$ cat config.mk
export PLATFORM = sky130hd
export DESIGN_NAME = tlbpt_ctrl
export DESIGN_NICKNAME = d
export VERILOG_FILES = /design/src/sv/tlbpt_pkg.sv /design/src/sv/tlbpt_ctrl.sv
export SDC_FILE = /design/constraint.sdc
export NUM_CORES = 1
export LEC_CHECK = 0
export BUFFER_PORTS_ARGS = -buffer_cell sky130_fd_sc_hd__buf_2
export CORE_AREA = 10 10 47 49
export DETAILED_ROUTE_END_ITERATION = 8
export DIE_AREA = 0 0 57 59
export HOLD_SLACK_MARGIN = 0.03
export PLACE_DENSITY = 0.3
export SYNTH_ARGS = -nofsm -noshare
export SYNTH_HDL_FRONTEND = slang
export SYNTH_SLANG_ARGS = --single-unit
$ cat constraint.sdc
create_clock -name i_clk -period 1.5 [get_ports i_clk]
set_input_delay 0.075 -clock i_clk [delete_from_list [all_inputs] [get_ports i_clk]]
set_output_delay 0.075 -clock i_clk [all_outputs]
set_load 0.1 [all_outputs]
$ cat src/sv/tlbpt_pkg.sv
// ----------------------------------------------------------------------------
// tlbpt_pkg
// Shared types and constants of the process-tagged TLB and page table unit.
// ----------------------------------------------------------------------------
package tlbpt_pkg;

    localparam int TLB_ENTRIES_DEF    = 8;
    localparam int PROCESSES_DEF      = 4;
    localparam int MAX_PAGE_BITS_DEF  = 8;
    localparam int MAX_FRAME_BITS_DEF = 8;

    // Operation codes.
    localparam logic [2:0] OP_MAP     = 3'd0;
    localparam logic [2:0] OP_UNMAP   = 3'd1;
    localparam logic [2:0] OP_XLATE   = 3'd2;
    localparam logic [2:0] OP_PG_INSP = 3'd3;
    localparam logic [2:0] OP_TLB_INSP = 3'd4;

    // Status codes.
    localparam logic [1:0] ST_OK       = 2'd0;
    localparam logic [1:0] ST_NO_PAGE  = 2'd1;
    localparam logic [1:0] ST_RANGE    = 2'd2;

    // Configuration register indexes.
    localparam logic [0:0] CFG_OFFSET_BITS = 1'd0;
    localparam logic [0:0] CFG_VPN_BITS    = 1'd1;

    // Commands from controller to datapath.
    typedef struct packed {
        logic capture;   // take the input item and start the page table read
        logic execute;   // update state and form the result
        logic clear_en;  // clear sweep step on the page valid store
    } t_cmd;

    // Status from datapath to controller.
    typedef struct packed {
        logic clear_last;
    } t_sts;

endpackage

$ cat src/sv/tlbpt_ctrl.sv
// ----------------------------------------------------------------------------
// tlbpt_ctrl
// Controller: clear sweep after reset, then read, execute and deliver steps.
// ----------------------------------------------------------------------------
module tlbpt_ctrl (
    input  logic            i_clk,
    input  logic            i_rst_n,
    input  logic            i_valid,
    output logic            o_ready,
    output logic            o_valid,
    input  logic            i_ready,
    output tlbpt_pkg::t_cmd o_cmd,
    input  tlbpt_pkg::t_sts i_sts
);
    import tlbpt_pkg::*;

    typedef enum logic [1:0] {S_CLEAR, S_IDLE, S_EXEC, S_OUT} t_state;
    t_state r_state;

    // The item is taken when no result waits; then it executes next cycle.
    assign o_ready = (r_state == S_IDLE) || (r_state == S_OUT && i_ready);
    assign o_cmd.capture  = i_valid && o_ready;
    assign o_cmd.execute  = (r_state == S_EXEC);
    assign o_cmd.clear_en = (r_state == S_CLEAR);
    assign o_valid = (r_state == S_OUT);

    // State register.
    always_ff @(posedge i_clk) begin
        if (!i_rst_n) begin
            r_state <= S_CLEAR;
        end else begin
            unique case (r_state)
                S_CLEAR: if (i_sts.clear_last) r_state <= S_IDLE;
                S_IDLE:  if (i_valid) r_state <= S_EXEC;
                S_EXEC:  r_state <= S_OUT;
                S_OUT: begin
                    if (i_ready) r_state <= i_valid ? S_EXEC : S_IDLE;
                end
                default: r_state <= S_IDLE;
            endcase
        end
    end
endmodule

Yosys cells after proc, flatten, opt, wreduce, memory -nomap -nowiden
Cells that the tools add are included.
- add/sub/neg operators: 0
- multiply operators: 0
- divide/modulo/power cells: 0
- $lt $le $gt $ge: 0
- equality and inequality tests: 6
- shift operators: 0
- multiplexer cells: 5
- bitwise operators: 0
- reductions and logical operators: 5
- operators by type and width (operator ; number):
    2-to-1 mux 2 bit ; 4
    one-hot mux 2 bit (4 select lines) ; 1
    equality test 2 bit, second input constant ; 2
    inequality test 2 x 1 -> 1 bit, second input constant ; 2
    AND reduction 3 bit ; 1
    equality test 2 x 1 -> 1 bit, second input constant ; 1
    logical AND 1 bit ; 2
    zero test 2 bit ; 1
    inequality test 2 bit, second input constant ; 1
    logical OR 1 bit ; 1
- flip-flop bits (word level): 2
- latch bits: 0
- bits in writable memories: 0
- memory bits (read-only): 0
- output and inout bits: 5
- memories: 0

Depth between registers and ports, before layout
- word-level depth: 4
- mapped depth: 3
- mapped depth without buffers: 3

Worst setup path before layout
Ideal clock, no wire load.
- path type: flip-flop to output port
- start: register r_state[0]
- end: output port o_ready
- data arrival time: 2617 ps
- data required time: 1425 ps
- slack: -1192 ps
- stages on the path, launching flop included: 2
- cells stage by stage: dfxtp_1 a21boi_0
- longest elaborated chain between the ends: 3
- ends and longest elaborated chain (what ; RTL line ; RTL):
    start, declared ; tlbpt_ctrl.sv:18 ; t_state r_state;
    start signal, assigned ; tlbpt_ctrl.sv:37 ; if (i_ready) r_state <= i_valid ? S_EXEC : S_IDLE;
    equality test 2 bit ; tlbpt_ctrl.sv:21 ; assign o_ready = (r_state == S_IDLE) || (r_state == S_OUT && i_ready);
    logical AND 1 bit ; tlbpt_ctrl.sv:21 ;
    logical OR 1 bit * ; tlbpt_ctrl.sv:21 ;
    end, declared ; tlbpt_ctrl.sv:9 ; output logic o_ready,
Mark *: on every way between the ends. The rest lies on a longest branch, timed or not.

Worst setup path after layout
Same ends and word-level chain as after synthesis.

==> flow_summary.ini <==
[status]
run_status = finished clean

[floorplan]
start_util_pct = 8.04
io_pins = 10
die-width_um = 57
die_h_um = 59
core-area_sq_um = 1400
die_area_sq_um = 3360
rows = 14

[worst_setup_path]
cp-end-kind = primary output
start_kind = flip-flop
required_ps = 1420
rrSetupSlack_ps = 600
path_class = flip-flop to primary output
worstPathArrival_ps = 1290
crit_fanout = 8

[grt]
track_usage_pct = 2.76
antenna_found_initial = 0
grt_pass1_wl_um = 703
grt_start_max_net_pins = 9
grt_pass1_vias = 180
grt_overflow = 0

[finish]
drive_gt1_share_pct = 48.3
final_util_pct = 14.7
n_antenna_cell = 0
nets = 36
fin_cells = 45
largest_register_ffs = 2
regMostFlops = r_state
syn2layout_area_growth_pct = 83.3
largestRegisters = r_state: 2 flops

[clock_network]
cts_made_buffers = 3
path_clk_slew_ps = 30
ctsHoldBuffers = 0
cts_buffer_depth = 2
tritoncts = yes
post_cts_buffers = 0
clk_latency_ps = 220
h-tree-depth = 1
ctsResizeCount = 0
ctsRootBufferMaster = clkbuf_4
cts.sinks = 2

[synth]
synth.area.top_cells = dfxtp_1 (36%), nand2_1 (13%), a21oi_1 (8.9%)
yosysMostFrequentCell = nand2_1
ys_async_sr_fraction_pct = 0
synth_top_area_share_pct = 35.6
ys_seq_elements = 2
synthFlopType = dfxtp_1
synth-seq-area-share_pct = 35.6
synth_edf_count = 0
yosysWarnings = 0
synth_cells = 17
synth_fp_nets = 22
netlist_area_sq_um = 113
synth_commonest_cells = nand2_1 (4), a21oi_1 (2), dfxtp_1 (2), inv_1 (2), nor2_1 (2)
synthDistinctLibCells = 10
yosys.area.top_type = dfxtp_1
syn_avg_cell_area_sq_um = 6.62

[power]
power_density_nw_per_um2 = 1460
power.total_uw = 302
p_leak_nw = 0.103
ir_drop_uv = 273

[routing]
avgRoutedWirePerCell_um = 9.18
drt-pass1-iter-count = 4
drtIter0Drc = 3
antenna_left = 0
drc = 0
vias = 144
via_per_inst = 3.20
wl_um = 413

[run]
maxCapViolations = 0

[timing]
rsz0062_at_grt = false
hold_viol = 0
relSlewSlack_pct = 67.4
tightest_slew_ps = 492
finClkSkew_ps = 1.16
hold_ws_ps = 91.7
min_period_over_period_pct = 91.0
drv_slew = 0
fmaxAchievable_mhz = 732
setup_viol = 0
min_period_ps = 1370

[placed_design]
hpwl_um = 333
io_buffers = 9
place_inst = 42
gp_congestion = 0.705

[hold_path]
min_path_type = primary input to flip-flop
## layout by cell type, fill, tap and decap left out, drive strengths merged
master and instances:
a21oi 2, nand3 1, a21boi 2, buf 8
and2 1, nor2 2, o21ai 1, clkbuf 4
inv 2, dfxtp 2, nand2 4
## worst paths after layout
check | start | endpoint | cells past startpoint
hold reg to reg | r_state[1] | r_state[1] | 2
setup / recovery | r_state[0] | o_ready | 2
hold / removal | i_rst_n | r_state[0] | 3
setup reg to reg | r_state[0] | r_state[0] | 3
## cells by family (layout without fill, tap and decap cells)
family / Yosys count / after routing / share of synthesized area, %
compound gates: 5 / 5 / 26.7
buf+inv: 2 / 14 / 6.67
flops: 2 / 2 / 35.6
simple gates: 8 / 8 / 31.1
## critical path: stages, from the launching register on
cell	delay, ps
dfxtp_1	440
a21boi_1	190
buf_2	440
## report_power, final
| group | internal (mW) | leakage, nW | total [mW] | switching (mW) |
|---|---|---|---|---|
| Combinational | 0.0206 | 0.0728 | 0.120 | 0.0991 |
| Clock | 0.0880 | 0.0138 | 0.115 | 0.0271 |
| Sequential | 0.0585 | 0.0166 | 0.0671 | 0.00856 |
| Total | 0.167 | 0.103 | 0.302 | 0.135 |
## per-layer routing
layer / GRT usage, % / vias up / part of all wire, %
met5: 0 / - / 0
li1: - / 79 / -
met1: 2.60 / 57 / 46
met2: 3.10 / 8 / 34
met4: 3.02 / 0 / 0
met3: 2.79 / 0 / 20
## layout make-up
type | instances | area [sq um]
multi-input combinational | 13 | 68.8
tap | 16 | 20.0
inverter | 2 | 7.51
clock buffer | 3 | 22.5
sequential | 2 | 40.0
fill | 172 | 1190
timing repair buffer | 9 | 47.5
## per-stage QoR
stage	worst slack, ps	TNS, ps	instance area, sq um
global route	55.3	0	206
finish	135	0	206
global placement	318	0	181
CTS	53.5	0	204
detailed placement	298	0	181
floorplan	-464	-938	116
Power figures use the tool's default switching activity.
